[src/sv/trpd_pkg.sv]
// ----------------------------------------------------------------------------
// trpd_pkg
// Shared types, register indexes and the 5-bit to 8-bit colour table for the
// TGA RLE pixel decoder.
// ----------------------------------------------------------------------------
package trpd_pkg;

	localparam int unsigned CfgIdxW  = 2;
	localparam int unsigned CfgDataW = 16;

	localparam logic [CfgIdxW-1:0] CFG_PIXEL_BYTES = 2'd0;
	localparam logic [CfgIdxW-1:0] CFG_RLE_ENABLED = 2'd1;
	localparam logic [CfgIdxW-1:0] CFG_ROW_WIDTH   = 2'd2;

	localparam logic [2:0]  PIXEL_BYTES_RST = 3'd4;
	localparam logic        RLE_ENABLED_RST = 1'b1;
	localparam logic [15:0] ROW_WIDTH_RST   = 16'd640;

	localparam logic [7:0] RUN_FLAG_MASK = 8'h80;
	localparam logic [7:0] RUN_LEN_MASK  = 8'h7F;
	localparam logic [7:0] ALPHA_OPAQUE  = 8'd255;

	// floor(v * 255 / 31)
	localparam logic [7:0] SCALE5 [32] = '{
		8'd0,   8'd8,   8'd16,  8'd24,  8'd32,  8'd41,  8'd49,  8'd57,
		8'd65,  8'd74,  8'd82,  8'd90,  8'd98,  8'd106, 8'd115, 8'd123,
		8'd131, 8'd139, 8'd148, 8'd156, 8'd164, 8'd172, 8'd180, 8'd189,
		8'd197, 8'd205, 8'd213, 8'd222, 8'd230, 8'd238, 8'd246, 8'd255
	};

	typedef struct packed {
		logic [7:0] red;
		logic [7:0] green;
		logic [7:0] blue;
		logic [7:0] alpha;
		logic [7:0] repeat_res;
		logic       row_end;
	} res_t;

	function automatic logic [7:0] scale5(input logic [4:0] v);
		return SCALE5[v];
	endfunction

endpackage

[src/sv/tga_rle_pixel_decoder.sv]
// ----------------------------------------------------------------------------
// tga_rle_pixel_decoder
// Turns a stream of TGA pixel-data bytes into colour results with repeat
// counts and row-end marks, with or without RLE packet coding.
//
//   channel  direction  handshake           payload
//   in       sink       in_valid/in_stall   data_byte
//   out      source     out_valid/out_stall red green blue alpha repeat_res row_end
//   cfg      sink       cfg_wen             cfg_index cfg_data
//
// One byte a cycle while in_stall is low. A byte sits in the input register; its
// result, if any, goes to the output register, or to the skid buffer while that
// register is stalled. The output register has a one-entry skid buffer; in_stall
// rises only while the skid buffer is full, and is driven from registers alone.
// Reset restores the register defaults and waits for a packet header.
// ----------------------------------------------------------------------------
module tga_rle_pixel_decoder (
	input  logic                            clk,
	input  logic                            arst_n,
	input  logic                            cfg_wen,
	input  logic [trpd_pkg::CfgIdxW-1:0]    cfg_index,
	input  logic [trpd_pkg::CfgDataW-1:0]   cfg_data,
	input  logic                            in_valid,
	output logic                            in_stall,
	input  logic [7:0]                      data_byte,
	output logic                            out_valid,
	input  logic                            out_stall,
	output logic [7:0]                      red,
	output logic [7:0]                      green,
	output logic [7:0]                      blue,
	output logic [7:0]                      alpha,
	output logic [7:0]                      repeat_res,
	output logic                            row_end
);
	import trpd_pkg::*;

	logic [2:0]  pixel_bytes_q;
	logic        rle_enabled_q;
	logic [15:0] row_width_q;

	logic        valid_s1;
	logic [7:0]  byte_s1;

	logic        expect_header_q;
	logic [7:0]  packet_left_q;
	logic        run_packet_q;
	logic [7:0]  packet_length_q;
	logic [1:0]  byte_position_q;
	logic [23:0] pixel_gather_q;
	logic [16:0] row_count_q;

	res_t        res_s2;
	logic        valid_s2;
	res_t        skid_q;
	logic        skid_valid_q;

	logic        fire;
	logic        take;
	logic [1:0]  pb_m1;
	logic        complete;
	logic [23:0] gather_ins;
	logic [15:0] pix_word;
	logic [16:0] row_inc;
	logic [16:0] width_ext;
	logic [7:0]  hdr_len;
	logic [7:0]  left_after;
	logic        res_ok;
	res_t        res_new;

	logic        n_expect_header;
	logic [7:0]  n_packet_left;
	logic        n_run_packet;
	logic [7:0]  n_packet_length;
	logic [1:0]  n_byte_position;
	logic [23:0] n_pixel_gather;
	logic [16:0] n_row_count;

	assign in_stall = valid_s1 & skid_valid_q;
	assign fire     = valid_s1 & ~skid_valid_q;
	assign take     = valid_s2 & ~out_stall;

	assign out_valid  = valid_s2;
	assign red        = res_s2.red;
	assign green      = res_s2.green;
	assign blue       = res_s2.blue;
	assign alpha      = res_s2.alpha;
	assign repeat_res = res_s2.repeat_res;
	assign row_end    = res_s2.row_end;

	always_comb begin
		case (pixel_bytes_q)
			3'd0, 3'd1: pb_m1 = 2'd0;
			3'd2:       pb_m1 = 2'd1;
			3'd3:       pb_m1 = 2'd2;
			default:    pb_m1 = 2'd3;
		endcase
	end

	assign complete  = byte_position_q >= pb_m1;
	assign pix_word  = {byte_s1, pixel_gather_q[7:0]};
	assign width_ext = {1'b0, row_width_q};
	assign row_inc   = row_count_q + 17'd1;
	assign hdr_len   = (byte_s1 & RUN_LEN_MASK) + 8'd1;
	assign left_after = run_packet_q ? 8'd0 :
		((packet_left_q != 8'd0) ? packet_left_q - 8'd1 : 8'd0);

	always_comb begin
		case (byte_position_q)
			2'd0:    gather_ins = pixel_gather_q | {16'd0, byte_s1};
			2'd1:    gather_ins = pixel_gather_q | {8'd0, byte_s1, 8'd0};
			2'd2:    gather_ins = pixel_gather_q | {byte_s1, 16'd0};
			default: gather_ins = pixel_gather_q;
		endcase
	end

	// colour of the completing pixel, and next decoder state
	always_comb begin
		res_new.alpha = ALPHA_OPAQUE;
		case (pb_m1)
			2'd0: begin
				res_new.red   = byte_s1;
				res_new.green = byte_s1;
				res_new.blue  = byte_s1;
			end
			2'd1: begin
				res_new.red   = scale5(pix_word[14:10]);
				res_new.green = scale5(pix_word[9:5]);
				res_new.blue  = scale5(pix_word[4:0]);
			end
			2'd2: begin
				res_new.blue  = pixel_gather_q[7:0];
				res_new.green = pixel_gather_q[15:8];
				res_new.red   = byte_s1;
			end
			default: begin
				res_new.blue  = pixel_gather_q[7:0];
				res_new.green = pixel_gather_q[15:8];
				res_new.red   = pixel_gather_q[23:16];
				res_new.alpha = byte_s1;
			end
		endcase
		res_new.repeat_res = 8'd1;
		res_new.row_end    = 1'b0;

		res_ok          = 1'b0;
		n_expect_header = expect_header_q;
		n_packet_left   = packet_left_q;
		n_run_packet    = run_packet_q;
		n_packet_length = packet_length_q;
		n_byte_position = byte_position_q;
		n_pixel_gather  = pixel_gather_q;
		n_row_count     = row_count_q;

		if (!rle_enabled_q) begin
			if (complete) begin
				res_ok          = 1'b1;
				n_byte_position = 2'd0;
				n_pixel_gather  = 24'd0;
				if (row_inc >= width_ext) begin
					res_new.row_end = 1'b1;
					n_row_count     = 17'd0;
				end else begin
					n_row_count = row_inc;
				end
			end else begin
				n_byte_position = byte_position_q + 2'd1;
				n_pixel_gather  = gather_ins;
			end
		end else if (expect_header_q) begin
			n_run_packet    = (byte_s1 & RUN_FLAG_MASK) != 8'd0;
			n_packet_length = hdr_len;
			n_packet_left   = hdr_len;
			n_expect_header = 1'b0;
			n_byte_position = 2'd0;
			n_pixel_gather  = 24'd0;
			n_row_count     = row_count_q + {9'd0, hdr_len};
		end else if (!complete) begin
			n_byte_position = byte_position_q + 2'd1;
			n_pixel_gather  = gather_ins;
		end else begin
			res_ok          = 1'b1;
			n_byte_position = 2'd0;
			n_pixel_gather  = 24'd0;
			n_packet_left   = left_after;
			if (run_packet_q) begin
				res_new.repeat_res = packet_length_q;
			end
			if (left_after == 8'd0) begin
				n_expect_header = 1'b1;
				if (row_count_q >= width_ext) begin
					res_new.row_end = 1'b1;
					n_row_count     = 17'd0;
				end
			end
		end
	end

	always_ff @(posedge clk or negedge arst_n) begin
		if (!arst_n) begin
			pixel_bytes_q <= PIXEL_BYTES_RST;
			rle_enabled_q <= RLE_ENABLED_RST;
			row_width_q   <= ROW_WIDTH_RST;
		end else if (cfg_wen) begin
			case (cfg_index)
				CFG_PIXEL_BYTES: pixel_bytes_q <= cfg_data[2:0];
				CFG_RLE_ENABLED: rle_enabled_q <= cfg_data[0];
				CFG_ROW_WIDTH:   row_width_q   <= cfg_data;
				default: ;
			endcase
		end
	end

	// input register
	always_ff @(posedge clk or negedge arst_n) begin
		if (!arst_n) begin
			valid_s1 <= 1'b0;
		end else if (!in_stall) begin
			valid_s1 <= in_valid;
		end
	end

	always_ff @(posedge clk) begin
		if (in_valid && !in_stall) begin
			byte_s1 <= data_byte;
		end
	end

	// decoder state
	always_ff @(posedge clk or negedge arst_n) begin
		if (!arst_n) begin
			expect_header_q <= 1'b1;
			packet_left_q   <= 8'd0;
			run_packet_q    <= 1'b0;
			packet_length_q <= 8'd0;
			byte_position_q <= 2'd0;
			pixel_gather_q  <= 24'd0;
			row_count_q     <= 17'd0;
		end else if (fire) begin
			expect_header_q <= n_expect_header;
			packet_left_q   <= n_packet_left;
			run_packet_q    <= n_run_packet;
			packet_length_q <= n_packet_length;
			byte_position_q <= n_byte_position;
			pixel_gather_q  <= n_pixel_gather;
			row_count_q     <= n_row_count;
		end
	end

	// output register with skid buffer
	always_ff @(posedge clk or negedge arst_n) begin
		if (!arst_n) begin
			valid_s2     <= 1'b0;
			skid_valid_q <= 1'b0;
		end else if (!valid_s2 || take) begin
			valid_s2     <= skid_valid_q | (fire & res_ok);
			skid_valid_q <= 1'b0;
		end else if (fire && res_ok) begin
			skid_valid_q <= 1'b1;
		end
	end

	always_ff @(posedge clk) begin
		if (!valid_s2 || take) begin
			if (skid_valid_q) begin
				res_s2 <= skid_q;
			end else if (fire && res_ok) begin
				res_s2 <= res_new;
			end
		end else if (fire && res_ok) begin
			skid_q <= res_new;
		end
	end

endmodule
[config.mk]
export PLATFORM = sky130hd
export DESIGN_NAME = tga_rle_pixel_decoder
export DESIGN_NICKNAME = d
export VERILOG_FILES = /design/src/sv/trpd_pkg.sv /design/src/sv/tga_rle_pixel_decoder.sv
export SDC_FILE = /design/constraint.sdc
export NUM_CORES = 1
export LEC_CHECK = 0
export ABC_AREA = 1
export BUFFER_PORTS_ARGS = -buffer_cell sky130_fd_sc_hd__buf_2
export CORE_MARGIN = 5
export CORE_UTILIZATION = 55
export DETAILED_ROUTE_END_ITERATION = 7
export PLACE_DENSITY = 0.77
export SYNTH_ARGS = -nofsm -noshare
export SYNTH_HDL_FRONTEND = slang
export SYNTH_SLANG_ARGS = --single-unit
[constraint.sdc]
create_clock -name clk -period 5.91 [get_ports clk]
set_clock_uncertainty 0.05 [all_clocks]
set_input_delay 0.2955 -clock clk [delete_from_list [all_inputs] [get_ports clk]]
set_output_delay 0.2955 -clock clk [all_outputs]
set_load 0.05 [all_outputs]
Yosys cells after proc, flatten, opt, wreduce, memory -nomap -nowiden --
Memory sizes are Yosys's and may differ from the RTL's. Cells that the tools add are included. W data, S select, Z words.
Cells by class: order comparisons 6, reduce and logical (&&, ||, !) cells 26, $add $sub $neg 5, equality and inequality tests 11, bitwise operators 14, mux-type cells 46
Operators by type and width (number):
- $pmux W24 S3 | 2
- $mux W17 | 7
- $mux W8 | 13
- $mux W41 | 2
- $mux W24 | 3
- $ge A17 B16 Y1 | 2
- $or A24 B16 Y24 | 1
- $or A24 B24 Y24 | 1
- $or A24 B8 Y24 | 1
- $ge A6 B6 Y1 const B | 3
- $mux W9 | 2
- $not A5 Y6 | 3
- $add A17 B1 Y17 const B | 1
- $add A17 B8 Y17 | 1
- $mux W1 | 13
- $reduce_and A2 Y1 | 6
- $add A7 B1 Y8 const B | 1
- $logic_not A8 Y1 | 1
- $reduce_bool A2 Y1 | 4
- $reduce_bool A8 Y1 | 1
- $sub A8 B1 Y8 const B | 1
- $eq A2 B1 Y1 const B | 3
- $eq A2 B2 Y1 const B | 3
- $eq A3 B2 Y1 const B | 2
- other kinds (18) | 31
Storage, ports and cells: bits in read-only memories 768, memories kept 3, word-level logic and storage cells 137, input bits 31, bits in registers 174, output and inout bits 43
Memories:
- (name not given) | words 32, bits a word 8, read ports 1, clocked after memory_dff 0, write ports 0, RTL line trpd_pkg.sv:41 | return SCALE5[v];
- (name not given) | words 32, bits a word 8, read ports 1, clocked after memory_dff 0, write ports 0, RTL line trpd_pkg.sv:41
- (name not given) | words 32, bits a word 8, read ports 1, clocked after memory_dff 0, write ports 0, RTL line trpd_pkg.sv:41

Logic depth before layout (Yosys ltp) --
depth in word-level cells 10, gate-level depth with buffers 23, gate-level depth less buffers 23

Least setup slack after synthesis --
OpenSTA, ideal clock, no wires.
path type register -> register, from reg pixel_bytes_q[2], to reg skid_q[0] (netlist name) (enable), path buffers 2, data required time 5318 ps, path slack -148 ps, data arrival time 5466 ps, library setup time 542 ps, clock period less this slack 6058 ps, stages on the path, launching flop included 11, cells stage by stage dfstp_2 -> buf_2 -> inv_1 -> nand2_1 -> buf_2 -> nand2_1 -> ha_1 -> inv_1 -> nand2_1 -> a21oi_1 -> nor4_1
Between the ends: longest elaborated chain between the ends 9, elaborated cells on any way between the ends 12, classes of those cells order compare: 1; eq/ne: 3; mux: 4; reduce/logical: 4
RTL lines:
- start: declaration | RTL line tga_rle_pixel_decoder.sv:37 | logic [2:0] pixel_bytes_q;
- start signal: assignment | RTL line tga_rle_pixel_decoder.sv:205 | CFG_PIXEL_BYTES: pixel_bytes_q <= cfg_data[2:0];
- $eq A3 B1 Y1 / $logic_not A3 Y1 (equally long branches) | RTL line tga_rle_pixel_decoder.sv:91 | case (pixel_bytes_q)
- $reduce_or A2 Y1 | RTL line tga_rle_pixel_decoder.sv:91
- $pmux W2 S3 (*) | RTL line tga_rle_pixel_decoder.sv:91
- $ge A2 B2 Y1 (*) | RTL line tga_rle_pixel_decoder.sv:99 | assign complete = byte_position_q >= pb_m1;
- $mux W1 (*) | RTL line tga_rle_pixel_decoder.sv:155, tga_rle_pixel_decoder.sv:177
- $mux W1 | RTL line tga_rle_pixel_decoder.sv:169 | end else if (expect_header_q) begin
- $mux W1 (*) | RTL line tga_rle_pixel_decoder.sv:154 | if (!rle_enabled_q) begin
- $logic_and A1 B1 Y1 (*) | RTL line tga_rle_pixel_decoder.sv:269 | end else if (fire && res_ok) begin
- $reduce_and A2 Y1 (no source line) (*)
- end signal: assignment | RTL line tga_rle_pixel_decoder.sv:270 | skid_q <= res_new;
- end: declaration | RTL line tga_rle_pixel_decoder.sv:54 | res_t skid_q;
Mark *: on every way between the ends. The rest lies on a longest branch, timed or not. A chain may end at the register's enable or synchronous reset.

Final worst setup path --
from reg pixel_bytes_q[2], to reg res_s2, in the netlist repeat_res[2] (enable)
Between the ends: longest elaborated chain between the ends 10, elaborated cells on any way between the ends 13, classes of those cells order compare: 1; eq/ne: 3; mux: 4; reduce/logical: 5
RTL lines:
- $eq A3 B1 Y1 / $logic_not A3 Y1 (equally long branches) | RTL line tga_rle_pixel_decoder.sv:91
- $reduce_or A2 Y1 | RTL line tga_rle_pixel_decoder.sv:91
- $pmux W2 S3 (*) | RTL line tga_rle_pixel_decoder.sv:91
- $ge A2 B2 Y1 (*) | RTL line tga_rle_pixel_decoder.sv:99
- $mux W1 (*) | RTL line tga_rle_pixel_decoder.sv:155, tga_rle_pixel_decoder.sv:177
- $mux W1 | RTL line tga_rle_pixel_decoder.sv:169
- $mux W1 (*) | RTL line tga_rle_pixel_decoder.sv:154
- $logic_and A1 B1 Y1 (*) | RTL line tga_rle_pixel_decoder.sv:266 | end else if (fire && res_ok) begin
- $reduce_bool A2 Y1 (no source line) (*)
- $reduce_and A2 Y1 (no source line) (*)
- end signal: assignment | RTL line tga_rle_pixel_decoder.sv:265 | res_s2 <= skid_q;
- end signal: assignment | RTL line tga_rle_pixel_decoder.sv:267 | res_s2 <= res_new;
- end: declaration | RTL line tga_rle_pixel_decoder.sv:52 | res_t res_s2;
Marks and branches as above.

==> metrics.cfg <==
[outcome]
status=finished, final reports clean

[layout]
finalInstanceArea_um2=11030
fin_nets=1345
drive_gt1_frac=0.1105
fillers=1455
multi_input_area_um2=4333
ff_latch_area_um2=4811
diodes=0
post-route-util=0.6334
areaGrowthSynthToFinish_pct=12.61

[worst_setup_path]
startpoint_type=register
critPathSlowestCell=dfstp_2
crit_path_end_kind=register
path_cells=inv_1 > nand3_1 > inv_1 > nor2_2 > ha_1 > a21oi_1 > inv_1 > a31oi_1 > a21oi_4 > buf_4
crit_path_max_incr_delay_ns=0.85
crit_path_frequent_cell=inv_1
critical_path_required_ns=6.01
path_max_fanout=34
cp.arrival_ns=3.74
worstSetupPathType=reg -> reg

[synthesis]
synth_seq_cells=174
ys_seq_area_frac=0.4911
synthesis.area_um2=9797
yosysWarnings=0
syn-num-nets=1279
syn_area_per_cell_um2=8.185
syn_inst=1197
ys_types=44

[route]
drcViolationCount=0
ant_nets=0
drt_iter0_markers=904
viasPerCell=5.570
finalWirelength_mm=24.75
vias=8361
first_pass_iters=5
post_drt_wl_per_cell_um=16.49

[clock_network]
cts_root_buffer=clkbuf_16
cts_max_level=4
cts_buffers=17
cts_setup_buffers=0
clk_pin_slew_worst_paths_ns=0.07
clock_latency_ns=0.44
cts.sink_count=174
cts_tree=yes
clk_path_buf_depth=2

[floorplanning]
coreArea_um2=17420
die_x_um=143.5
die_h_um=143.5
dieArea_um2=20580
row_count=48
pin_count=74
start_util=0.5625

[timing]
slew_viol_final=0
period_share=0.6167
rsz0062_at_grt=no
setup_viol=0
hold_viol=0
fin_ws_ns=2.265
relSlewSlack=0.3037
worst_pin_slew_ns=1.042
fin_crit_ns=3.645
fin_tns_setup_ns=0
fmax_mhz=274.4

[power]
leakagePower_nw=5.320
vdd_drop_max_v=0.0002902
power_density_nw_per_um2=460.3

[grt]
grt_pass1_wl_mm=40.10
antenna_found_initial=0
first_global_vias=7708
track_usage=0.2479
overflow=0
grt_max_degree=53

[place]
globalplace.congestion=0.9311
dpl.hpwl_mm=17.92
port_buffers=73
place_area_um2=10340
pre_cts_ws_ns=2.319

[job]
maxCapViolations=0

[hold_path]
hp-class=in -> reg

==> synth_stat cells (all sizes together) <==
master,number,area [um2]
nand2,368,1389
nor2,134,545.5
inv,131,494.2
edfxtp,90,2703
dfrtp,79,1977
nand3,65,337.8
o21ai,59,295.3
a21oi,57,285.3
ha,50,625.6
a31oi,27,168.9
clkbuf,25,95.09
nor3,20,105.1
buf,16,82.58
xor2,16,140.1
o211ai,12,90.09
nand4,9,56.30
o2111ai,6,52.55
a21o,5,37.54
dfstp,5,131.4
or2,4,25.02
o221ai,3,26.28
o22ai,3,18.77
a211oi,2,15.01
a21boi,2,26.28
clkinv,2,7.510
a22oi,1,7.510
a41o,1,10.01
fa,1,20.02
nand3b,1,7.510
nor4,1,6.260
o21a,1,7.510
o21bai,1,7.510
==> layout make-up <==
type                            instances  area share
Timing Repair Buffer                   88     0.04559
Inverter                              133     0.04548
Tap cell                              225     0.02552
Clock inverter                         15     0.01599
Sequential cell                       174      0.4361
Multi-Input combinational cell        849      0.3928
Clock buffer                           17     0.03856
==> cells by family after synthesis <==
logic type	after synthesis	share of synthesized area
XOR/XNOR	16	0.01430
AO/OA/AOI/OAI	180	0.1070
flip-flops	174	0.4911
buffers and inverters	174	0.06935
AND/OR/NAND/NOR	602	0.2524
adder cells (fa/ha/maj)	51	0.06590
==> final timing paths <==
| check | from | to | slack, ns | depth (start not counted) |
|---|---|---|---|---|
| worst min register to register | packet_length_q[5] | packet_length_q[5] | 0.44 | 2 |
| worst max-delay path | pixel_bytes_q[2] | repeat_res[2] | 2.27 | 10 |
| min in group asynchronous | arst_n | row_width_q[12] | 0.30 | 2 |
| max in group asynchronous | arst_n | packet_length_q[7] | 4.46 | 3 |
| worst max register to register | pixel_bytes_q[2] | repeat_res[2] | 2.27 | 10 |
| worst min-delay path | cfg_data[9] | row_width_q[9] | 0.03 | 3 |
==> state kept, by name (all words and copies together), names as in the netlist, 2 cells and up <==
name,flops
pixel_gather_q,24
blue,8
packet_left_q,8
byte_position_q,2
repeat_res,8
row_width_q,16
skid_q,41
green,8
pixel_bytes_q,3
alpha,8
byte_s1,8
row_count_q,17
red,8
packet_length_q,8
==> metrics by stage <==
step                      power (mW)  instances  hold slack, ns
after floorplan                3.412       1197        -0.05009
after global placement         3.871       1460          0.2146
after detailed placement       3.926       1460          0.2219
after CTS                      5.077       1501         0.02724
after global routing           5.398       1501         0.04208
final                          5.078       1501         0.03174
==> per-layer routing <==
metal / global-route usage / share of wire / vias up
met3: 0.04526 / 0.091 / 28
met4: 0.06739 / 0.015 / 0
met2: 0.3662 / 0.43 / 365
li1: - / - / 4095
met1: 0.3779 / 0.46 / 3873
met5: 0 / 0 / -
==> critical path, delay by kind of cell, from the launching register on <==
family,cells,cell delay (ns)
flip-flops,1,0.85
buffers and inverters,4,0.77
adder cells (fa/ha/maj),1,0.31
AO/OA/AOI/OAI,3,0.81
AND/OR/NAND/NOR,2,0.54
==> layout by cell type (no fill, tap or decap), types with 12 or more instances in the layout <==
cell	n
nand2_1	365
inv_1	129
nor2_1	123
edfxtp_1	90
dfrtp_1	79
buf_2	72
nand3_1	64
o21ai_0	59
a21oi_1	56
ha_1	50
a31oi_1	27
nor3_1	19
clkbuf_16	17
xor2_1	16
o211ai_1	12
==> power by group <==
part / internal, mW / leakage (nW) / total, mW / switching [mW]
registers: 1.70 / 1.91 / 1.92 / 0.230
logic: 0.539 / 3.12 / 2.02 / 1.48
clock network: 0.577 / 0.296 / 1.14 / 0.559
total: 2.81 / 5.32 / 5.08 / 2.27
==> timing repair <==
action,CTS,global route
hold endpoints to repair,37,0
resized for setup,0,0
hold buffers,9,0
(Power assumes the default switching activity.)
